File: config.mk
export PLATFORM = sky130hd
export DESIGN_NAME = psi_section_ts_packetizer_core
export DESIGN_NICKNAME = d
export VERILOG_FILES = /design/src/psi_pkt_pkg.sv /design/src/psi_section_ts_packetizer_core.sv
export SDC_FILE = /design/constraint.sdc
export NUM_CORES = 1
export LEC_CHECK = 0
export BUFFER_PORTS_ARGS = -buffer_cell sky130_fd_sc_hd__clkbuf_2
export CORE_AREA = 2 2 85 87
export CTS_BUF_LIST = sky130_fd_sc_hd__clkbuf_8
export DETAILED_ROUTE_END_ITERATION = 10
export DIE_AREA = 0 0 87 89
export PLACE_DENSITY = 0.59
export SLEW_MARGIN = 40
export SYNTH_ARGS = -nofsm -noshare
export SYNTH_HDL_FRONTEND = slang
export SYNTH_SLANG_ARGS = --single-unit
File: constraint.sdc
create_clock -name clk -period 7 [get_ports clk]
set_clock_uncertainty 0.05 [all_clocks]
set_input_delay 1.4 -clock clk [delete_from_list [all_inputs] [get_ports clk]]
set_output_delay 1.4 -clock clk [all_outputs]
set_load 0.1 [all_outputs]
File: src/psi_pkt_pkg.sv
// constants for the psi section transport packetizer
// no dependencies; imported by psi_section_ts_packetizer_core
package psi_pkt_pkg;

  localparam int PACKET_SIZE  = 188;
  localparam int HEADER_SIZE  = 4;
  localparam logic [7:0] PAYLOAD_SIZE = 8'(PACKET_SIZE - HEADER_SIZE);

  localparam logic [7:0] SYNC_VALUE       = 8'h47;
  localparam logic [7:0] STUFF_VALUE      = 8'hff;
  localparam logic [7:0] PAYLOAD_ONLY_CC0 = 8'h10;
  localparam logic [7:0] POINTER_VALUE    = 8'h00;

endpackage

File: src/psi_section_ts_packetizer_core.sv
// psi section to mpeg transport packet packetizer, top level
// depends on psi_pkt_pkg for packet size and header constants
//
// usage:
//   section channel (section_valid/section_ready) takes one section byte per
//   request, with section_end set on the section's last byte.
//   result channel (result_valid/result_ready) gives each request's results:
//   header bytes, pointer byte, the data byte and, after a section's last
//   byte short of packet end, a 0xff result, repeat_count filling the packet.
//   cfg channel (cfg_valid/cfg_ready) writes stream_pid; always ready, used
//   from the next packet header on.
// a taken request waits in the item register, its results in the output one.
// throughput: one result per cycle unless the receiver stalls, set by the
//   output register; a mid-packet data byte gives one result, a byte that
//   opens a packet first the header results (and pointer byte in a section's
//   first packet), a section's last byte one more unless it ends the packet.
// the next request is taken in the cycle its predecessor's last result is
// loaded, so requests follow without a gap.
// reset: no packet open, next packet is a section's first, pid 0.
// a stalled receiver holds the result register and, behind it, the request.
module psi_section_ts_packetizer_core
  import psi_pkt_pkg::*;
(
  input  logic        clk,
  input  logic        rst,
  input  logic        cfg_valid,
  output logic        cfg_ready,
  input  logic [12:0] stream_pid,
  input  logic        section_valid,
  output logic        section_ready,
  input  logic [7:0]  section_byte,
  input  logic        section_end,
  output logic        result_valid,
  input  logic        result_ready,
  output logic [7:0]  out_byte,
  output logic [7:0]  repeat_count,
  output logic        packet_start,
  output logic        packet_end,
  output logic        last_result
);

  typedef enum logic [2:0] {
    PH_SYNC,
    PH_FLAGS,
    PH_PIDLO,
    PH_CTRL,
    PH_PTR,
    PH_DATA,
    PH_STUFF
  } phase_t;

  logic [12:0] pid;
  logic        item_valid;
  logic [7:0]  item_byte;
  logic        item_end;
  phase_t      phase;
  logic [7:0]  payload_left;
  logic        first_packet;

  logic        item_valid_next;
  phase_t      phase_next;
  logic [7:0]  payload_left_next;
  logic        first_packet_next;
  logic        fire;
  logic        done;
  logic [7:0]  pl_dec;
  logic [7:0]  res_byte;
  logic [7:0]  res_count;
  logic        res_start;
  logic        res_end;

  assign cfg_ready     = 1'b1;
  assign fire          = item_valid && (!result_valid || result_ready);
  assign section_ready = !item_valid || (fire && done);
  assign pl_dec        = payload_left - 8'd1;

  always_comb begin
    res_byte          = section_byte;
    res_count         = 8'd1;
    res_start         = 1'b0;
    res_end           = 1'b0;
    done              = 1'b0;
    phase_next        = phase;
    payload_left_next = payload_left;
    first_packet_next = first_packet;
    case (phase)
      PH_SYNC: begin
        res_byte   = SYNC_VALUE;
        res_start  = 1'b1;
        phase_next = PH_FLAGS;
      end
      PH_FLAGS: begin
        res_byte   = {1'b0, first_packet, 1'b0, pid[12:8]};
        phase_next = PH_PIDLO;
      end
      PH_PIDLO: begin
        res_byte   = pid[7:0];
        phase_next = PH_CTRL;
      end
      PH_CTRL: begin
        res_byte          = PAYLOAD_ONLY_CC0;
        payload_left_next = PAYLOAD_SIZE;
        first_packet_next = 1'b0;
        phase_next        = first_packet ? PH_PTR : PH_DATA;
      end
      PH_PTR: begin
        res_byte          = POINTER_VALUE;
        payload_left_next = pl_dec;
        phase_next        = PH_DATA;
      end
      PH_DATA: begin
        res_byte          = item_byte;
        res_end           = (pl_dec == 8'd0);
        payload_left_next = pl_dec;
        if (item_end && pl_dec != 8'd0) begin
          phase_next = PH_STUFF;
        end else begin
          done = 1'b1;
          if (item_end) begin
            payload_left_next = 8'd0;
            first_packet_next = 1'b1;
          end
        end
      end
      PH_STUFF: begin
        res_byte          = STUFF_VALUE;
        res_count         = payload_left;
        res_end           = 1'b1;
        done              = 1'b1;
        payload_left_next = 8'd0;
        first_packet_next = 1'b1;
      end
      default: begin
        done = 1'b1;
      end
    endcase
    // hold phase, payload count and first-packet flag unless a result is produced
    if (!fire) begin
      phase_next        = phase;
      payload_left_next = payload_left;
      first_packet_next = first_packet;
    end
    item_valid_next = item_valid && !(fire && done);
    if (section_valid && section_ready) begin
      item_valid_next = 1'b1;
      phase_next      = (payload_left_next == 8'd0) ? PH_SYNC : PH_DATA;
    end
  end

  always_ff @(posedge clk) begin
    if (rst) begin
      pid          <= '0;
      item_valid   <= 1'b0;
      phase        <= PH_SYNC;
      payload_left <= 8'd0;
      first_packet <= 1'b1;
      result_valid <= 1'b0;
    end else begin
      if (cfg_valid && cfg_ready) begin
        pid <= stream_pid;
      end
      item_valid   <= item_valid_next;
      phase        <= phase_next;
      payload_left <= payload_left_next;
      first_packet <= first_packet_next;
      if (fire) begin
        result_valid <= 1'b1;
      end else if (result_ready) begin
        result_valid <= 1'b0;
      end
    end
    if (section_valid && section_ready) begin
      item_byte <= section_byte;
      item_end  <= section_end;
    end
    if (fire) begin
      out_byte     <= res_byte;
      repeat_count <= res_count;
      packet_start <= res_start;
      packet_end   <= res_end;
      last_result  <= done;
    end
  end

`ifndef SYNTHESIS
  a_repeat_only_stuff: assert property (@(posedge clk) disable iff (rst)
    result_valid && repeat_count != 8'd1 |-> out_byte == STUFF_VALUE && packet_end)
    else $error("repeat count above one on a non-stuffing result");

  a_start_is_sync: assert property (@(posedge clk) disable iff (rst)
    result_valid && packet_start |-> out_byte == SYNC_VALUE && !last_result)
    else $error("packet start not on a sync byte");

  a_stuff_needs_end: assert property (@(posedge clk) disable iff (rst)
    item_valid && phase == PH_STUFF |-> item_end && payload_left != 8'd0)
    else $error("stuffing for a byte that does not end its section");

  a_payload_bound: assert property (@(posedge clk) disable iff (rst)
    payload_left <= PAYLOAD_SIZE)
    else $error("payload count out of range");
`endif

endmodule
==> impl.org <==
** Status
- Run status :: complete, no violations

** Global routing
- GRT Util Overall :: 0.168
- Entering global routing, the biggest net connects 29 pins.
- Number of global-route vias before repair :: 2013
- Initial antenna violation count :: 0
- Global routing finished with a remaining overflow of 0.
- Global-route wire length before repair :: 10200 um

** Pwr
- Cell leakage power :: 1.15 nW
- Maximum VDD drop :: 0.0000740 V
- Power per Cell Area :: 236 mW/mm^2

** Final layout
- Layout net count :: 340
- Across the whole layout, storage elements account for 0.00138 mm^2.
- Once layout is complete, the utilization of the core stands at 0.452.
- Antenna cells :: 0
- Share of final-layout standard cells stronger than drive strength 1 :: 0.218
- The layout has roughly 650 filler cells.
- Summing all multi-input logic gate instances after layout gives 0.00117 mm^2.
- Compared with the post-synthesis result, the final layout area differs by 13.4%.

** CTS
- In this run, post-CTS hold repair placed 0 buffers.
- Clk sink count :: 55
- TritonCTS created 5 clock buffers.
- The longest clock path from root to sink contains 2 buffers.
- TritonCTS built the clock tree.
- Clock-pin slew of the registers on the worst-case setup and hold paths :: 0.10 ns
- Cts repair resizes :: 0
- The H-tree was split into 2 levels.
- Post-CTS Setup Inserts :: 0
- Root buf cell :: sky130_fd_sc_hd__clkbuf_8
- Insertion delay to the later sink of the worst-skew pair :: roughly 0.31 ns

** Floorplanning
- The die covers 0.00774 mm^2.
- The core region is 0.00672 mm^2.
- For this design the top-level I/O count stands at 49.
- The initial utilization of the core area, before any placement, comes to 0.398.
- The die is 89 um tall.
- In this run the core area contains 30 standard-cell rows.
- X dimension of the die :: 87 um

** Logic synthesis
- Number of flops mapped to enable cells by yosys :: 28
- Mean instance size in the synthesized netlist :: 9.73 um^2
- Share of the yosys chip area belonging to registers :: 0.516
- Top cell type by total area after synthesis :: sky130_fd_sc_hd__edfxtp_1
- Share of the synthesized area in the top cell type :: 0.314
- Unique masters post-synth :: between 50 and 60
- Among all flip-flop cells after synthesis, the most frequent one is sky130_fd_sc_hd__edfxtp_1.
- Counting every net in the synthesized netlist gives 304.
- Area of the mapped netlist :: 0.00268 mm^2
- For this run, the number of Yosys warnings is 0.
- Of all flip-flops after synthesis, the portion carrying an async set or reset was 0.
- The synthesized design contains 55 register bits.
- Synthesis produced a netlist whose cell count is 275.
- Ranked by total cell area, the synthesized netlist is headed by sky130_fd_sc_hd__edfxtp_1 31%, sky130_fd_sc_hd__dfxtp_1 20%, sky130_fd_sc_hd__a21oi_1 5.0%.

** Worst hold path
- Along the worst hold path, the cell count comes to 2.
- Sink of the worst hold path :: pid[10]$_SDFFE_PP0P_
- Kind of path behind the tightest hold check :: reg -> reg
- In this run the most critical hold path is launched from pid[10]$_SDFFE_PP0P_.

** STA
- Minimum clock period after layout :: 4.27 ns
- Setup violations remaining at the end of the flow were counted as 0.
- Fmax :: 0.234 GHz
- For the final routed database, the setup TNS stands at 0 ns.
- Dividing the final minimum period by the clock period gives 0.610.
- Setup repair after global routing left no endpoint under its margin.
- Transition time of the tightest slew-check pin :: 0.599 ns
- The final number of hold-violating endpoints was 0.
- The worst pin sits at a relative slew slack of 0.601.
- The number of pins with negative max-slew slack in the final report was 0.

** Place
- Detailed placement finished with a half-perimeter wire length of between 4000 and 5000 um.
- Buffers on Ports :: 47
- Final weighted congestion in routability-driven placement :: 0.947

** Setup path
- Crit. End Element :: output pin
- Type of origin of the critical path :: flop
- Arrival time at the worst endpoint :: 2.82 ns
- Cells on worst reg2reg path :: 8
- The worst setup path is of the reg -> out kind.
- Across all register-to-register paths, the minimum setup slack is about 4.1 ns.
- The startpoint identified for the worst register-to-register timing path is payload_left[0]$_SDFF_PP0_.
- CP Data Required Time :: 5.55 ns
- In this run the worst path has a maximum fanout of 8.
- Worst r2r dst :: item_byte[2]$_DFFE_PP_

** Routing
- Remaining design rule violation count :: 0
- Count of TritonRoute iterations in the first routing pass :: 4
- Wire per inst :: approximately 16 um
- Count of nets left with antenna violations after detail routing :: 0
- Count of vias placed by the detailed router :: between 2000 and 2500
- Summed over all layers, the routed wires come to 6230 um.
- Dividing the detail-routed via count by the number of cells gives 5.50.
- The first routing iteration left 323 violations.

** Flow run
- Across the run, the number of max-cap violations was 0.
==> power by group <==
group          internal, mW  leakage, nW  total, mW  switching (mW)
Sequential            0.359        0.485      0.376          0.0168
Clock                0.0799       0.0526      0.184           0.104
Combinational        0.0425        0.617      0.157           0.114
==> flip-flops by register name, summed over array words and instances (netlist names) <==
register and cells:
last_result 1, item_byte 8, pid 13, first_packet 1
item_valid 1, phase 3, item_end 1, packet_start 1
payload_left 8, repeat_count 8, out_byte 8, result_valid 1
packet_end 1
==> final cells by class <==
cell class / count / share of cell area
multi-input combinational: 189 / 0.385
inverter: 12 / 0.0148
timing repair buffer: 48 / 0.0800
tap: 80 / 0.0330
clock inverter: 2 / 0.00412
clock buffer: 6 / 0.0272
sequential: 55 / 0.456
==> synthesized netlist by cell type (2+ instances only) <==
library cell	count
sky130_fd_sc_hd__inv_1	12
sky130_fd_sc_hd__nor2_1	31
sky130_fd_sc_hd__nor4_1	3
sky130_fd_sc_hd__and2_1	8
sky130_fd_sc_hd__dfxtp_1	27
sky130_fd_sc_hd__o22a_1	4
sky130_fd_sc_hd__nor3_1	14
sky130_fd_sc_hd__mux2i_1	13
sky130_fd_sc_hd__or3_1	2
sky130_fd_sc_hd__o21ai_0	10
sky130_fd_sc_hd__buf_1	3
sky130_fd_sc_hd__mux2_2	2
sky130_fd_sc_hd__nand2_1	18
sky130_fd_sc_hd__and3_1	2
sky130_fd_sc_hd__o22ai_1	6
sky130_fd_sc_hd__nand3_1	7
sky130_fd_sc_hd__nand4_1	2
sky130_fd_sc_hd__edfxtp_1	28
sky130_fd_sc_hd__nand2b_1	3
sky130_fd_sc_hd__ha_1	2
sky130_fd_sc_hd__a31oi_1	2
sky130_fd_sc_hd__a211oi_1	3
sky130_fd_sc_hd__a21oi_1	27
sky130_fd_sc_hd__clkbuf_1	14
sky130_fd_sc_hd__a2111oi_0	2
==> critical path, cell delays in order (launching register included) <==
cell and delay, ns:
sky130_fd_sc_hd__dfxtp_1 0.46, sky130_fd_sc_hd__inv_1 0.10, sky130_fd_sc_hd__ha_1 0.29, sky130_fd_sc_hd__xor2_1 0.19
sky130_fd_sc_hd__or4b_4 0.54, sky130_fd_sc_hd__o21ai_2 0.23, sky130_fd_sc_hd__a41o_1 0.24, sky130_fd_sc_hd__clkbuf_2 0.47
==> cell families (layout without fill, tap and decap cells) <==
| family | count (synthesis) | in the layout | synth area share |
|---|---|---|---|
| and+or+nand+nor | 96 | 96 | 0.175 |
| other | 1 | 1 | 0.00140 |
| muxes | 15 | 15 | 0.0570 |
| DFF | 55 | 55 | 0.516 |
| AOI/OAI and AO/OA | 73 | 73 | 0.184 |
| adders and majority gates | 2 | 2 | 0.00935 |
| xor gates and xnor gates | 2 | 2 | 0.00935 |
| buffers and inverters | 31 | 68 | 0.0477 |
==> stage by stage <==
stage / hold WS, ns / worst slack [ns] / std cells / instance area, um^2 / power, mW
2_1_floorplan: 0.402 / 2.84 / 275 / 2680 / 0.505
3_3_place_gp: 0.417 / 2.90 / 384 / 2940 / 0.538
3_5_place_dp: 0.438 / 2.90 / 384 / 2940 / 0.539
4_1_cts: 0.464 / 2.73 / 392 / 3030 / 0.722
5_1_grt: 0.484 / 2.57 / 392 / 3030 / 0.750
6_report: 0.459 / 2.73 / 392 / 3030 / 0.717
==> per-layer routing <==
layer	track usage	vias to the layer above	part of all wire
li1	-	1076	-
met2	0.234	61	0.41
met5	0	-	0
met4	0.0611	0	0.015
met3	0.0323	8	0.055
met1	0.256	1010	0.52
==> cells in the final DEF, fill, tap and decap left out, types with 2 or more instances in the layout <==
cell | Yosys | layout
sky130_fd_sc_hd__a2111oi_0 | 2 | 2
sky130_fd_sc_hd__a211oi_1 | 3 | 3
sky130_fd_sc_hd__a21oi_1 | 27 | 27
sky130_fd_sc_hd__a31oi_1 | 2 | 2
sky130_fd_sc_hd__and2_1 | 8 | 8
sky130_fd_sc_hd__and3_1 | 2 | 2
sky130_fd_sc_hd__clkbuf_2 | 0 | 47
sky130_fd_sc_hd__clkbuf_8 | 0 | 6
sky130_fd_sc_hd__dfxtp_1 | 27 | 25
sky130_fd_sc_hd__dfxtp_2 | 0 | 2
sky130_fd_sc_hd__edfxtp_1 | 28 | 28
sky130_fd_sc_hd__ha_1 | 2 | 2
sky130_fd_sc_hd__inv_1 | 12 | 12
sky130_fd_sc_hd__mux2_2 | 2 | 2
sky130_fd_sc_hd__mux2i_1 | 13 | 13
sky130_fd_sc_hd__nand2_1 | 18 | 18
sky130_fd_sc_hd__nand2b_1 | 3 | 3
sky130_fd_sc_hd__nand3_1 | 7 | 7
sky130_fd_sc_hd__nand4_1 | 2 | 2
sky130_fd_sc_hd__nor2_1 | 31 | 31
sky130_fd_sc_hd__nor3_1 | 14 | 14
sky130_fd_sc_hd__nor4_1 | 3 | 3
sky130_fd_sc_hd__o21ai_0 | 10 | 10
sky130_fd_sc_hd__o22a_1 | 4 | 4
sky130_fd_sc_hd__o22ai_1 | 6 | 6
sky130_fd_sc_hd__or3_1 | 2 | 2
==> how the worst max path moves through the flow <==
stage / start / to / depth (start not counted)
2_1_floorplan: result_ready / section_ready / 5
3_3_place_gp: result_ready / section_ready / 6
3_5_place_dp: result_ready / section_ready / 6
4_1_cts: payload_left[0]$_SDFF_PP0_ / section_ready / 7
5_1_grt: payload_left[0]$_SDFF_PP0_ / section_ready / 7
6_report: payload_left[0]$_SDFF_PP0_ / section_ready / 7
Power figures use the tool's default switching activity.
